$ cat src/hdl/wsfd_pkg.sv
// Package with the types and constants of the WebSocket frame deframer.
package wsfd_pkg;

  localparam logic [7:0] OpText   = 8'h81;
  localparam logic [7:0] OpBinary = 8'h82;
  localparam logic [6:0] LenExt16 = 7'd126;
  localparam logic [6:0] LenExt64 = 7'd127;

  localparam logic [3:0] HdrShort = 4'd6;
  localparam logic [3:0] HdrExt16 = 4'd8;
  localparam logic [3:0] HdrExt64 = 4'd14;

  localparam logic [2:0] Ext16Bytes = 3'd2;
  // Eight extension bytes: the three-bit counter wraps to zero on the last one.
  localparam logic [2:0] Ext64Bytes = 3'd0;
  localparam logic [2:0] MaskBytes  = 3'd4;

  typedef enum logic [2:0] {
    PH_FIRST,
    PH_LEN,
    PH_EXT,
    PH_MASK,
    PH_PAYLOAD
  } phase_t;

  typedef enum logic [1:0] {
    KIND_HEADER_BYTE = 2'd0,
    KIND_HEADER_DONE = 2'd1,
    KIND_PAYLOAD     = 2'd2,
    KIND_REJECT      = 2'd3
  } kind_t;

  typedef struct packed {
    kind_t       kind;
    logic [7:0]  out_byte;
    logic        is_last;
    logic        is_binary;
    logic [3:0]  header_size;
    logic [31:0] payload_length;
    logic [32:0] frame_size;
  } result_t;

endpackage

$ cat src/hdl/wsfd_if.sv
// Valid/ready channel interfaces for the input bytes and the result items.
interface wsfd_in_if;
  logic       valid;
  logic       ready;
  logic [7:0] in_byte;

  modport source (output valid, output in_byte, input ready);
  modport sink (input valid, input in_byte, output ready);
endinterface

interface wsfd_out_if;
  logic        valid;
  logic        ready;
  logic [1:0]  kind;
  logic [7:0]  out_byte;
  logic        is_last;
  logic        is_binary;
  logic [3:0]  header_size;
  logic [31:0] payload_length;
  logic [32:0] frame_size;

  modport source (
    output valid, output kind, output out_byte, output is_last, output is_binary,
    output header_size, output payload_length, output frame_size, input ready
  );
  modport sink (
    input valid, input kind, input out_byte, input is_last, input is_binary,
    input header_size, input payload_length, input frame_size, output ready
  );
endinterface

$ cat src/hdl/wsfd_parse.sv
// Header parser state and payload unmasking, one byte per accepted item.
module wsfd_parse
  import wsfd_pkg::*;
(
  input  logic       clk,
  input  logic       rst,
  input  logic       accept,
  input  logic [7:0] in_byte,
  output result_t    res
);

  phase_t      phase, phase_next;
  logic [2:0]  byte_count, byte_count_next;
  logic [31:0] length_accum, length_accum_next;
  logic [31:0] remaining_bytes, remaining_bytes_next;
  logic [31:0] mask_key, mask_key_next;
  logic [1:0]  mask_index, mask_index_next;
  logic        binary_flag, binary_flag_next;
  logic [3:0]  header_bytes, header_bytes_next;

  always_ff @(posedge clk) begin
    if (rst) begin
      phase           <= PH_FIRST;
      byte_count      <= '0;
      length_accum    <= '0;
      remaining_bytes <= '0;
      mask_key        <= '0;
      mask_index      <= '0;
      binary_flag     <= 1'b0;
      header_bytes    <= '0;
    end else if (accept) begin
      phase           <= phase_next;
      byte_count      <= byte_count_next;
      length_accum    <= length_accum_next;
      remaining_bytes <= remaining_bytes_next;
      mask_key        <= mask_key_next;
      mask_index      <= mask_index_next;
      binary_flag     <= binary_flag_next;
      header_bytes    <= header_bytes_next;
    end
  end

  always_comb begin
    logic [2:0]  count_inc;
    logic [2:0]  need;
    logic [31:0] remain_dec;
    logic [7:0]  key_byte;

    phase_next           = phase;
    byte_count_next      = byte_count;
    length_accum_next    = length_accum;
    remaining_bytes_next = remaining_bytes;
    mask_key_next        = mask_key;
    mask_index_next      = mask_index;
    binary_flag_next     = binary_flag;
    header_bytes_next    = header_bytes;

    count_inc  = byte_count + 3'd1;
    need       = (header_bytes == HdrExt16) ? Ext16Bytes : Ext64Bytes;
    remain_dec = remaining_bytes - 32'd1;
    case (mask_index)
      2'd0:    key_byte = mask_key[31:24];
      2'd1:    key_byte = mask_key[23:16];
      2'd2:    key_byte = mask_key[15:8];
      default: key_byte = mask_key[7:0];
    endcase

    res = '0;
    res.kind = KIND_HEADER_BYTE;

    case (phase)
      PH_LEN: begin
        res.is_binary     = binary_flag;
        byte_count_next   = '0;
        length_accum_next = '0;
        if (in_byte[6:0] == LenExt16) begin
          header_bytes_next = HdrExt16;
          phase_next        = PH_EXT;
        end else if (in_byte[6:0] == LenExt64) begin
          header_bytes_next = HdrExt64;
          phase_next        = PH_EXT;
        end else begin
          header_bytes_next = HdrShort;
          length_accum_next = {25'd0, in_byte[6:0]};
          phase_next        = PH_MASK;
        end
      end
      PH_EXT: begin
        res.is_binary     = binary_flag;
        length_accum_next = {length_accum[23:0], in_byte};
        byte_count_next   = count_inc;
        if (count_inc == need) begin
          byte_count_next = '0;
          phase_next      = PH_MASK;
        end
      end
      PH_MASK: begin
        res.is_binary   = binary_flag;
        mask_key_next   = {mask_key[23:0], in_byte};
        byte_count_next = count_inc;
        if (count_inc == MaskBytes) begin
          byte_count_next      = '0;
          mask_index_next      = '0;
          res.kind             = KIND_HEADER_DONE;
          res.header_size      = header_bytes;
          res.payload_length   = length_accum;
          res.frame_size       = {1'b0, length_accum} + {29'd0, header_bytes};
          remaining_bytes_next = length_accum;
          phase_next           = (length_accum == '0) ? PH_FIRST : PH_PAYLOAD;
        end
      end
      PH_PAYLOAD: begin
        res.kind             = KIND_PAYLOAD;
        res.is_binary        = binary_flag;
        res.out_byte         = in_byte ^ key_byte;
        mask_index_next      = mask_index + 2'd1;
        remaining_bytes_next = remain_dec;
        if (remain_dec == '0) begin
          res.is_last = 1'b1;
          phase_next  = PH_FIRST;
        end
      end
      default: begin
        if (in_byte == OpText || in_byte == OpBinary) begin
          binary_flag_next = (in_byte == OpBinary);
          res.is_binary    = (in_byte == OpBinary);
          mask_key_next    = '0;
          byte_count_next  = '0;
          phase_next       = PH_LEN;
        end else begin
          res.kind   = KIND_REJECT;
          phase_next = PH_FIRST;
        end
      end
    endcase
  end

endmodule

$ cat src/hdl/ws_frame_header_decode_unmask_top.sv
// WebSocket receive deframer: header decode and payload unmasking of a byte stream.
// When not stalled, the block takes one byte per clock cycle and returns exactly one result item
// for every byte, in the cycle after the byte is taken. The header parser updates
// its state and forms the result in the same cycle; the result then sits in a
// single output register. A new byte is accepted whenever that register is empty
// or its item is being taken in the same cycle, so the stream runs at full rate
// as long as the consumer keeps ready high.
module ws_frame_header_decode_unmask_top
  import wsfd_pkg::*;
(
  input logic        clk,
  input logic        rst,
  wsfd_in_if.sink    in_ch,
  wsfd_out_if.source out_ch
);

  logic    accept;
  logic    out_valid;
  result_t res;
  result_t res_q;

  assign in_ch.ready = !out_valid || out_ch.ready;
  assign accept      = in_ch.valid && in_ch.ready;

  wsfd_parse u_parse (
    .clk     (clk),
    .rst     (rst),
    .accept  (accept),
    .in_byte (in_ch.in_byte),
    .res     (res)
  );

  always_ff @(posedge clk) begin
    if (rst) begin
      out_valid <= 1'b0;
    end else if (accept) begin
      out_valid <= 1'b1;
    end else if (out_ch.ready) begin
      out_valid <= 1'b0;
    end
  end

  always_ff @(posedge clk) begin
    if (accept) begin
      res_q <= res;
    end
  end

  assign out_ch.valid          = out_valid;
  assign out_ch.kind           = res_q.kind;
  assign out_ch.out_byte       = res_q.out_byte;
  assign out_ch.is_last        = res_q.is_last;
  assign out_ch.is_binary      = res_q.is_binary;
  assign out_ch.header_size    = res_q.header_size;
  assign out_ch.payload_length = res_q.payload_length;
  assign out_ch.frame_size     = res_q.frame_size;

endmodule

$ cat src/flat_wrapper.sv
// flat-port wrapper written by rule: the top's interface ports become plain ports
module ws_frame_header_decode_unmask_top_flat import wsfd_pkg::*;
  (clk, rst, in_ch_valid, in_ch_in_byte, in_ch_ready, out_ch_valid, out_ch_kind, out_ch_out_byte, out_ch_is_last, out_ch_is_binary, out_ch_header_size, out_ch_payload_length, out_ch_frame_size, out_ch_ready);
  wsfd_in_if in_ch_i ();
  wsfd_out_if out_ch_i ();
  input logic clk;
  input logic rst;
  input wire logic [$bits(in_ch_i.valid)-1:0] in_ch_valid;
  input wire logic [$bits(in_ch_i.in_byte)-1:0] in_ch_in_byte;
  output wire logic [$bits(in_ch_i.ready)-1:0] in_ch_ready;
  output wire logic [$bits(out_ch_i.valid)-1:0] out_ch_valid;
  output wire logic [$bits(out_ch_i.kind)-1:0] out_ch_kind;
  output wire logic [$bits(out_ch_i.out_byte)-1:0] out_ch_out_byte;
  output wire logic [$bits(out_ch_i.is_last)-1:0] out_ch_is_last;
  output wire logic [$bits(out_ch_i.is_binary)-1:0] out_ch_is_binary;
  output wire logic [$bits(out_ch_i.header_size)-1:0] out_ch_header_size;
  output wire logic [$bits(out_ch_i.payload_length)-1:0] out_ch_payload_length;
  output wire logic [$bits(out_ch_i.frame_size)-1:0] out_ch_frame_size;
  input wire logic [$bits(out_ch_i.ready)-1:0] out_ch_ready;
  assign in_ch_i.valid = in_ch_valid;
  assign in_ch_i.in_byte = in_ch_in_byte;
  assign in_ch_ready = in_ch_i.ready;
  assign out_ch_valid = out_ch_i.valid;
  assign out_ch_kind = out_ch_i.kind;
  assign out_ch_out_byte = out_ch_i.out_byte;
  assign out_ch_is_last = out_ch_i.is_last;
  assign out_ch_is_binary = out_ch_i.is_binary;
  assign out_ch_header_size = out_ch_i.header_size;
  assign out_ch_payload_length = out_ch_i.payload_length;
  assign out_ch_frame_size = out_ch_i.frame_size;
  assign out_ch_i.ready = out_ch_ready;
  ws_frame_header_decode_unmask_top u_core (.clk(clk), .rst(rst), .in_ch(in_ch_i), .out_ch(out_ch_i));
endmodule
$ cat config.mk
export PLATFORM = sky130hd
export DESIGN_NAME = ws_frame_header_decode_unmask_top_flat
export DESIGN_NICKNAME = d
export VERILOG_FILES = /design/src/hdl/wsfd_pkg.sv /design/src/hdl/wsfd_if.sv /design/src/hdl/wsfd_parse.sv /design/src/hdl/ws_frame_header_decode_unmask_top.sv /design/src/flat_wrapper.sv
export SDC_FILE = /design/constraint.sdc
export NUM_CORES = 1
export LEC_CHECK = 0
export BUFFER_PORTS_ARGS = -buffer_cell sky130_fd_sc_hd__buf_4
export CAP_MARGIN = 20
export CORE_MARGIN = 4
export CORE_UTILIZATION = 45
export DETAILED_ROUTE_END_ITERATION = 16
export GPL_ROUTABILITY_DRIVEN = 0
export PLACE_DENSITY_LB_ADDON = 0.25
export SLEW_MARGIN = 10
export SYNTH_ARGS = -nofsm -noshare
export SYNTH_HDL_FRONTEND = slang
export SYNTH_SLANG_ARGS = --single-unit
$ cat constraint.sdc
create_clock -name clk -period 3.4 [get_ports clk]
set_input_delay 0.51 -clock clk [delete_from_list [all_inputs] [get_ports clk]]
set_output_delay 0.51 -clock clk [all_outputs]
set_load 0.005 [all_outputs]
==> results of run 1 <==
[synth_stat cells (3+ instances only)]
library cell	instances	area (um2)
ha_1	11	137.6
nor4_1	17	106.4
xnor2_1	24	210.2
nor3_1	22	110.1
edfxtp_1	78	2342
clkbuf_8	3	41.29
a211oi_1	11	82.58
buf_4	3	22.52
nor3b_1	4	30.03
nand4_1	16	100.1
mux2i_1	4	40.04
clkbuf_1	66	247.7
a222oi_1	8	80.08
o21ai_1	3	15.01
o21ai_0	43	215.2
a21oi_1	40	200.2
or4_1	3	22.52
nand2_1	57	214.0
o22ai_1	16	100.1
xor2_1	31	271.5
buf_1	5	18.77
a21o_1	3	22.52
inv_1	15	56.30
o32ai_1	4	35.03
or3_1	7	43.79
nor2b_1	6	37.54
or4_4	3	33.78
nand2b_1	7	43.79
buf_2	4	20.02
a31oi_1	3	18.77
o211ai_1	3	22.52
nand3_1	20	100.1
nor2_1	148	555.5
a22oi_1	69	518.0
dfxtp_1	108	2162
and3_1	37	231.5
[final cells by class]
type	count	area (um2)	area share (%)
Sequential cell	186	4504	43.19
Tap cell	265	331.6	3.179
Multi-Input combinational cell	654	3950	37.87
Inverter	16	61.31	0.5878
Timing Repair Buffer	127	965.9	9.261
Clock buffer	18	450.4	4.319
Clock inverter	14	166.4	1.595
[path summary, 6_finish.rpt]
check / slack (ns) / to / start
worst max-delay path: 0.45 / u_core.out_ch.is_last$_SDFFCE_PN0P_ / u_core.u_parse.remaining_bytes[6]$_SDFFE_PP0P_
worst min-delay path: 0.33 / u_core.out_ch.valid$_SDFFE_PP0P_ / in_ch_valid
worst max register to register: 0.45 / u_core.out_ch.is_last$_SDFFCE_PN0P_ / u_core.u_parse.remaining_bytes[6]$_SDFFE_PP0P_
worst min register to register: 0.49 / u_core.u_parse.remaining_bytes[1]$_SDFFE_PP0P_ / u_core.u_parse.remaining_bytes[1]$_SDFFE_PP0P_
[routing by layer]
metal  GRT usage, %  vias up
li1               -     3532
met1          29.19     3483
met2          32.44      251
met3          3.230       26
met4          6.420        0
met5              0        -
[registers in the layout, indices dropped and copies added, names as in the netlist, 2 cells and up]
name / count
u_core.out_ch.frame_size: 33
u_core.u_parse.mask_index: 2
u_core.out_ch.payload_length: 31
u_core.out_ch.header_size: 2
u_core.u_parse.byte_count: 3
u_core.u_parse.length_accum: 32
u_core.u_parse.remaining_bytes: 32
u_core.u_parse.mask_key: 32
u_core.out_ch.kind: 2
u_core.out_ch.out_byte: 8
u_core.u_parse.header_bytes: 2
u_core.u_parse.phase: 3
[worst max-delay path, cell delays in order (launching register included)]
cell and delay (ns):
dfxtp_1 0.37, or4_4 0.57, or3_1 0.46, nor3_1 0.34
mux2_2 0.39, o31a_1 0.31, nor4_2 0.24, and2_1 0.16
[cells by family after synthesis]
family | after synthesis | share of synthesized area [%]
buffers and inverters | 100 | 4.933
other | 1 | 0.04224
AOI/OAI and AO/OA | 215 | 16.21
xor gates and xnor gates | 55 | 5.426
DFF | 186 | 50.74
muxes | 6 | 0.7047
adders and majority gates | 13 | 1.889
and+or+nand+nor | 364 | 20.06
[stage by stage]
step                std cells  worst slack [ns]  utilization (%)  power, uW  area [um2]
floorplan                 940            0.5908                -       2501        8877
detailed placement       1248            0.5061            50.42       2615        9813
global placement         1248            0.5485            50.42       2614        9813
finish                   1280            0.4493            53.59       4601       10430
global route             1280            0.2732            53.59       4731       10430
CTS                      1280            0.4661            53.59       4634       10430
[power breakdown]
group	switching, uW	total [uW]	leakage [uW]	internal [uW]
logic	109	184	0.00194	75.6
registers	13.9	2380	0.00165	2360
clock network	890	2040	0.000316	1150
total	1010	4600	0.00391	3590
==> results.md, run 1 <==
- Status: finished, final reports clean
- Synth Register Bits: approximately 190
- Final Net Count: 1026
- Final WL: ~23000 um
- I/O Buffers: 93
- Die ar.: approximately 0.022 mm2
- Setup violators final: 0
- Worst vdd ir: 322.5 uV
- Num CTS Buffers: 17
- Mapped Nets: roughly 960
- Relative slew slack: approximately 49%
- Area growth, synth to finish: 17.49%
- Leakage dissipation: 0.003914 uW
- Drt wl/cell: 17.88 um
- Worst slew pin tran: 0.7502 ns
- Total of max-cap violations: 0
- Critical Path AT: 3.24 ns
- Initial Util: 45.61%
- Mapped Cells: 940
- Routed wl met2: 10760 um
- PD cells: ~440 mW/mm2
- Root Driver: clkbuf_16
- CP max FO: 6
- Top sig layer: met4
- Vias: 7292
- Worst-Skew Late Latency: 0.42 ns
- Gr ovfl total: 0
- Ys flop type: dfxtp_1
- Req. time, crit path: 3.69 ns
- Number of library cell types mapped by synthesis: 66
- Layout cells sized above 1: between 10% and 20%
- Worst setup path class: reg2reg
- # clock sinks: around 190
- WL met3: 1322 um
- Chip Width: 148.5 um
- Reg clk slew, reported paths: 0.07 ns
- Worst reg-to-reg path cell count: 7
- Core box area: 0.01946 mm2
- I/O Pins: 95
- Worst Setup Start Kind: register
- Commonest non-fill, non-tap cell in the layout: nor2_1
- Initial antenna violation count: 0
- Post-synthesis cell area: 0.008877 mm2
- Setup TNS: 0 ns
- Synth Warn #: 0
- RSZ-0062 raised after global routing: false
- TritonRoute pass-1 iters: 6
- Post-CTS setup buffer count: 0
- GRT Util Overall: 20.55%
- Synth Area per Inst: between 9 and 10 um2
- Number of global-route vias before repair: 6637
- First-pass GRT wire length: 36550 um
- Async set-or-reset flop fraction in the synthesized netlist: 0%
- # DRC: 0
- Tcrit/Tclk final: 86.79%
- Hold crit path type: in2reg
- Metal1 wirelength: 10470 um
- Sequential fraction of the synthesis area: between 50% and 60%
- Final clock skew: 0.01175 ns
- Post-CTS Hold Buffers: 0
- CTS tree: yes
- Most frequent cells in the layout: nor2_1, buf_4, dfxtp_1
- Diodes inserted: 0
- Detailed placement HPWL: 15360 um
- Maximum clock insertion buffer count: 2
- Post-synth EDFFs: 78
- # resized after CTS: 0
- Hold Violations, Final: 0
- Via-per-instance ratio: around 5.7
- Slew Limit Fails: 0
- Largest net degree at the start of global routing: 87
- DR iter-0 viols: 797
- WHS Path Cells: 3
- Crit path capture type: register
- Fill cells: 1732
- Worst hold slack: ~0.33 ns
- H-tree depth: 4
- F_max: approximately 0.34 GHz
- Row Count: 51
- Antenna Nets Post-Route: 0
- Crit path time final: between 2 and 3 ns
- Die H: 148.5 um
Power figures use the tool's default switching activity.
==> run 2, diff against run 1 <==
--- a/config.mk
+++ b/config.mk
@@ -8,7 +8,8 @@
 export BUFFER_PORTS_ARGS = -buffer_cell sky130_fd_sc_hd__buf_4
 export CAP_MARGIN = 20
 export CORE_MARGIN = 4
-export CORE_UTILIZATION = 45
+export CORE_UTILIZATION = 30
+export CTS_BUF_LIST = sky130_fd_sc_hd__clkbuf_4 sky130_fd_sc_hd__clkbuf_8
 export DETAILED_ROUTE_END_ITERATION = 16
 export GPL_ROUTABILITY_DRIVEN = 0
 export PLACE_DENSITY_LB_ADDON = 0.25
==> results.md, run 2 (same netlist as run 1, synthesis figures left out) <==
- Crit path capture type: register
- Req. time, crit path: 3.70 ns (about the same)
- Maximum clock insertion buffer count: 2 (unchanged)
- Crit path time final: 2.965 ns (+0.01453 ns)
- Layout cells sized above 1: 17.52% (-0.11 points)
- Commonest non-fill, non-tap cell in the layout: nor2_1
- # DRC: 0 (unchanged)
- Area growth, synth to finish: 16.77%
- Leakage dissipation: 0.003795 uW (-3.1%)
- Root Driver: clkbuf_8
- Most frequent cells in the layout: nor2_1, buf_4, dfxtp_1
- Gr ovfl total: 0 (unchanged)
- Chip Width: 180.0 um (+21%)
- Initial antenna violation count: 0 (unchanged)
- # resized after CTS: 0 (unchanged)
- Hold Violations, Final: 0 (unchanged)
- Setup TNS: 0 ns (unchanged)
- Hold crit path type: in2reg
- TritonRoute pass-1 iters: 5 (-1)
- F_max: 0.3372 GHz (-0.49%)
- Antenna Nets Post-Route: 0 (unchanged)
- Fill cells: 2942 (+70%)
- Final WL: 24290 um (+6.1%)
- # clock sinks: 186 (unchanged)
- Worst Setup Start Kind: register
- Worst setup path class: reg2reg
- Worst-Skew Late Latency: 0.46 ns (+0.04 ns)
- Die ar.: 0.03241 mm2 (+47%)
- Reg clk slew, reported paths: 0.11 ns (+0.04 ns)
- Largest net degree at the start of global routing: 61 (-30%)
- DR iter-0 viols: 632 (-21%)
- Worst vdd ir: 298.2 uV (-7.5%)
- Critical Path AT: 3.27 ns (+0.03 ns)
- Drt wl/cell: 17.42 um (-2.5%)
- Final worst slack: 0.4348 ns (-0.01453 ns)
- CTS tree: yes
- Post-CTS setup buffer count: 0 (unchanged)
- Total of max-cap violations: 0 (unchanged)
- Post-CTS Hold Buffers: 0 (unchanged)
- Via-per-instance ratio: 5.128 (-10%)
- Place WS: 0.5058 ns (-0.0002700 ns)
- Num CTS Buffers: 17 (unchanged)
- GRT Util Overall: 14.82% (-5.7 points)
- Tcrit/Tclk final: 87.21% (+0.43 points)
- Status: finished, final reports clean
- First-pass GRT wire length: 39660 um (+8.5%)
- Worst slew pin tran: 0.9553 ns (+0.2051 ns)
- Detailed placement HPWL: 16400 um (+6.8%)
- Vias: 7149 (-2.0%)
- RSZ-0062 raised after global routing: false
- Final clock skew: 0.01354 ns (+0.001789 ns)
- Slew Limit Fails: 0 (unchanged)
- H-tree depth: 4 (unchanged)
- CP max FO: 7 (+1)
- Final Net Count: 1021 (-0.49%)
- Die H: 180.0 um (+21%)
- Core box area: 0.02894 mm2 (+49%)
- Initial Util: 30.68% (-15 points)
- Diodes inserted: 0 (unchanged)
- Relative slew slack: 35.64% (-14 points)
- Max FFs per register: 33 (unchanged)
- I/O Buffers: 93 (unchanged)
- Setup violators final: 0 (unchanged)
- Row Count: 62 (+22%)
- PD cells: 404.8 mW/mm2 (-8.2%)
- I/O Pins: 95 (unchanged)
- Number of global-route vias before repair: 6981 (+5.2%)
[run 2: critical path: stages, from the launching register on]
cell and delay [ns]:
dfxtp_1 0.46, ha_1 0.21, inv_1 0.05, fa_1 0.38, nor2b_1 0.19, o21ai_1 0.21
nor3_1 0.33, nand4_1 0.38, or3_1 0.46, a21oi_1 0.16
[run 2: per-stage QoR]
| step | hold WS, ns | util [%] | cells | total power [uW] | area (um2) |
|---|---|---|---|---|---|
| floorplan | 0.4544 | - | 940 | 2501 | 8877 |
| CTS | 0.2579 | 35.83 | 1394 | 4253 | 10370 |
| detailed placement | 0.4802 | 34.28 | 1362 | 2619 | 9918 |
| global placement | 0.4683 | 34.28 | 1362 | 2619 | 9918 |
| global route | 0.2702 | 35.83 | 1394 | 4361 | 10370 |
| finish | 0.2858 | 35.83 | 1394 | 4196 | 10370 |
[run 2: power by group]
group	switching [uW]	total, uW	internal (uW)
Sequential	14.7	2380	2360
Clock	910	1630	724
Combinational	111	185	74.5
[run 2: per-layer routing]
metal / vias up / routed length (um) / global-route usage, %
li1: 3529 / - / -
met1: 3441 / 11690 / 20.55
met2: 153 / 11430 / 24.17
met3: 26 / 803 / 2.362
met4: 0 / 365 / 4.053
met5: - / 0 / 0
[run 2: cell type report]
| type | instances | area (um2) | area share [%] |
|---|---|---|---|
| multi-input cells | 654 | 3955 | 38.15 |
| clock buffers | 18 | 247.7 | 2.390 |
| well taps | 384 | 480.5 | 4.635 |
| inverters | 16 | 62.56 | 0.6035 |
| flip-flops and latches | 186 | 4504 | 43.45 |
| clock inverters | 14 | 200.2 | 1.931 |
| repair buffers | 122 | 915.9 | 8.835 |
[run 2: final timing paths]
kind / start / end / slack [ns] / cells after the start
min reg2reg: u_core.u_parse.remaining_bytes[1]$_SDFFE_PP0P_ / u_core.u_parse.remaining_bytes[1]$_SDFFE_PP0P_ / 0.49 / 2
min: in_ch_valid / u_core.out_ch.valid$_SDFFE_PP0P_ / 0.29 / 3
max reg2reg: u_core.u_parse.length_accum[1]$_SDFFE_PP0P_ / u_core.out_ch.frame_size[31]$_SDFFCE_PN0P_ / 0.43 / 9
max: u_core.u_parse.length_accum[1]$_SDFFE_PP0P_ / u_core.out_ch.frame_size[31]$_SDFFCE_PN0P_ / 0.43 / 9
==> run 3, diff against run 2 <==
--- a/config.mk
+++ b/config.mk
@@ -9,7 +9,8 @@
 export CAP_MARGIN = 20
 export CORE_MARGIN = 4
 export CORE_UTILIZATION = 30
-export CTS_BUF_LIST = sky130_fd_sc_hd__clkbuf_4 sky130_fd_sc_hd__clkbuf_8
+export CTS_BUF_LIST = sky130_fd_sc_hd__clkbuf_4
+export CTS_CLUSTER_DIAMETER = 100
 export DETAILED_ROUTE_END_ITERATION = 16
 export GPL_ROUTABILITY_DRIVEN = 0
 export PLACE_DENSITY_LB_ADDON = 0.25
==> results.md, run 3 (same netlist as run 1, synthesis figures left out) <==
- Row Count: 62 (unchanged)
- Die H: 180.0 um (unchanged)
- Setup violators final: 0 (unchanged)
- Total of max-cap violations: 0 (unchanged)
- CTS tree: yes
- Worst setup path class: reg2reg
- H-tree depth: 4 (unchanged)
- First-pass GRT wire length: 39630 um (about the same)
- Final worst slack: 0.4390 ns (+0.004190 ns)
- Crit path max-delay family: simple AND/OR/NAND/NOR gates
- Gr busiest metal: met2
- Antenna Nets Post-Route: 0 (unchanged)
- Met3 Use GR: 2.321% (-0.040 points)
- Slew Limit Fails: 0 (unchanged)
- Worst slew pin tran: 0.9683 ns (+0.01300 ns)
- Worst vdd ir: 252.5 uV (-15%)
- Worst stage delay on the critical path: 0.57 ns (+0.11 ns)
- RSZ-0062 raised after global routing: false
- Crit path capture type: register
- Initial Util: 30.68% (unchanged)
- Sequential cell area: 0.004504 mm2 (unchanged)
- Chip Width: 180.0 um (unchanged)
- Post-CTS Hold Buffers: 0 (unchanged)
- Final WL: 24290 um (about the same)
- # DRC: 0 (unchanged)
- Finished Core Util: 35.43% (-0.39 points)
- Met1 Use GR: 20.50% (-0.045 points)
- Setup TNS: 0 ns (unchanged)
- I/O Buffers: 93 (unchanged)
- Final Net Count: 1021 (unchanged)
- Most frequent cells in the layout: nor2_1, buf_4, dfxtp_1
- Leakage dissipation: 0.003748 uW (-1.2%)
- Hold crit path type: in2reg
- I/O Pins: 95 (unchanged)
- Via-per-instance ratio: 5.167 (+0.75%)
- Gr ovfl total: 0 (unchanged)
- Max FFs per register: 33 (unchanged)
- CP max FO: 6 (-1)
- Root Driver: clkbuf_4
- Hold Violations, Final: 0 (unchanged)
- GRT Util Overall: 14.80% (-0.016 points)
- Initial antenna violation count: 1 (+1)
- Place WS: 0.5058 ns (unchanged)
- Critical-path cell list: or4_4 > or3_1 > nor3_1 > mux2_2 > o31a_1 > nor4_2 > and2_1
- Drt wl/cell: 17.41 um (about the same)
- Crit path buf inv count: 0 (-1)
- Vias: 7208 (+0.83%)
- Area growth, synth to finish: 15.49%
- # clock sinks: 186 (unchanged)
- Core box area: 0.02894 mm2 (unchanged)
- Largest net degree at the start of global routing: 61 (unchanged)
- Status: finished, final reports clean
- Final instance area: 0.01025 mm2 (-1.1%)
- Commonest non-fill, non-tap cell in the layout: nor2_1
- Slowest CP cell: or4_4
- Req. time, crit path: 3.84 ns (+0.14 ns)
- Reg clk slew, reported paths: 0.17 ns (+0.06 ns)
- Fill cells: 2955 (+0.44%)
- DP Area: 0.009918 mm2 (unchanged)
- Worst Setup Start Kind: register
- Maximum clock insertion buffer count: 2 (unchanged)
- DR iter-0 viols: 584 (-7.6%)
- F_max: 0.3377 GHz (+0.14%)
- Die ar.: 0.03241 mm2 (unchanged)
- Worst-Skew Late Latency: 0.57 ns (+0.11 ns)
- Final clock skew: 0.02792 ns (+0.01438 ns)
- Relative slew slack: 34.77% (-0.88 points)
- Detailed placement HPWL: 16400 um (unchanged)
- Num CTS Buffers: 17 (unchanged)
- Grt met2 use: 24.08% (-0.091 points)
- Tcrit/Tclk final: 87.09% (-0.12 points)
- Area of the multi-input gates: 0.003955 mm2 (unchanged)
- Crit path time final: 2.961 ns (-0.004190 ns)
- Number of global-route vias before repair: 6997 (+0.23%)
- # resized after CTS: 0 (unchanged)
- Post-CTS setup buffer count: 0 (unchanged)
- TritonRoute pass-1 iters: 5 (unchanged)
- PD cells: 383.7 mW/mm2 (-5.2%)
- Layout cells sized above 1: 17.52% (unchanged)
- Critical Path AT: 3.41 ns (+0.14 ns)
## run 3: metal layers
layer	routed length, um	share of wire (%)
met5	0	0
met4	408	1.7
met3	915	3.8
met2	11430	47
met1	11540	48
## run 3: worst register-to-register path: stages, from the launching register on
cell	delay, ns
dfxtp_1	0.40
or4_4	0.57
or3_1	0.44
nor3_1	0.36
mux2_2	0.39
o31a_1	0.28
nor4_2	0.24
and2_1	0.16
## run 3: path summary, 6_finish.rpt
kind / from / cells past startpoint / end / slack, ns
setup reg to reg: u_core.u_parse.remaining_bytes[6]$_SDFFE_PP0P_ / 7 / u_core.out_ch.is_last$_SDFFCE_PN0P_ / 0.44
hold / removal: in_ch_valid / 3 / u_core.out_ch.valid$_SDFFE_PP0P_ / 0.17
hold reg to reg: u_core.u_parse.remaining_bytes[1]$_SDFFE_PP0P_ / 2 / u_core.u_parse.remaining_bytes[1]$_SDFFE_PP0P_ / 0.50
setup / recovery: u_core.u_parse.remaining_bytes[6]$_SDFFE_PP0P_ / 7 / u_core.out_ch.is_last$_SDFFCE_PN0P_ / 0.44
## run 3: through the flow
step                std cells  power [uW]  hold slack (ns)
floorplan                 940        2501           0.4544
global placement         1362        2619           0.4683
detailed placement       1362        2619           0.4802
finish                   1395        3934           0.1716
CTS                      1394        3990           0.1091
global route             1395        4092           0.1207
## run 3: layout make-up
type | instances | area share [%]
clock inverters | 15 | 1.989
repair buffers | 122 | 8.933
inverters | 16 | 0.6102
well taps | 384 | 4.686
clock buffers | 17 | 1.245
diodes | 1 | 0.02441
multi-input cells | 654 | 38.58
flip-flops and latches | 186 | 43.93
## run 3: where the power goes
part	switching [uW]	internal [uW]
logic	111	74.5
clock network	882	486
registers	14.7	2370
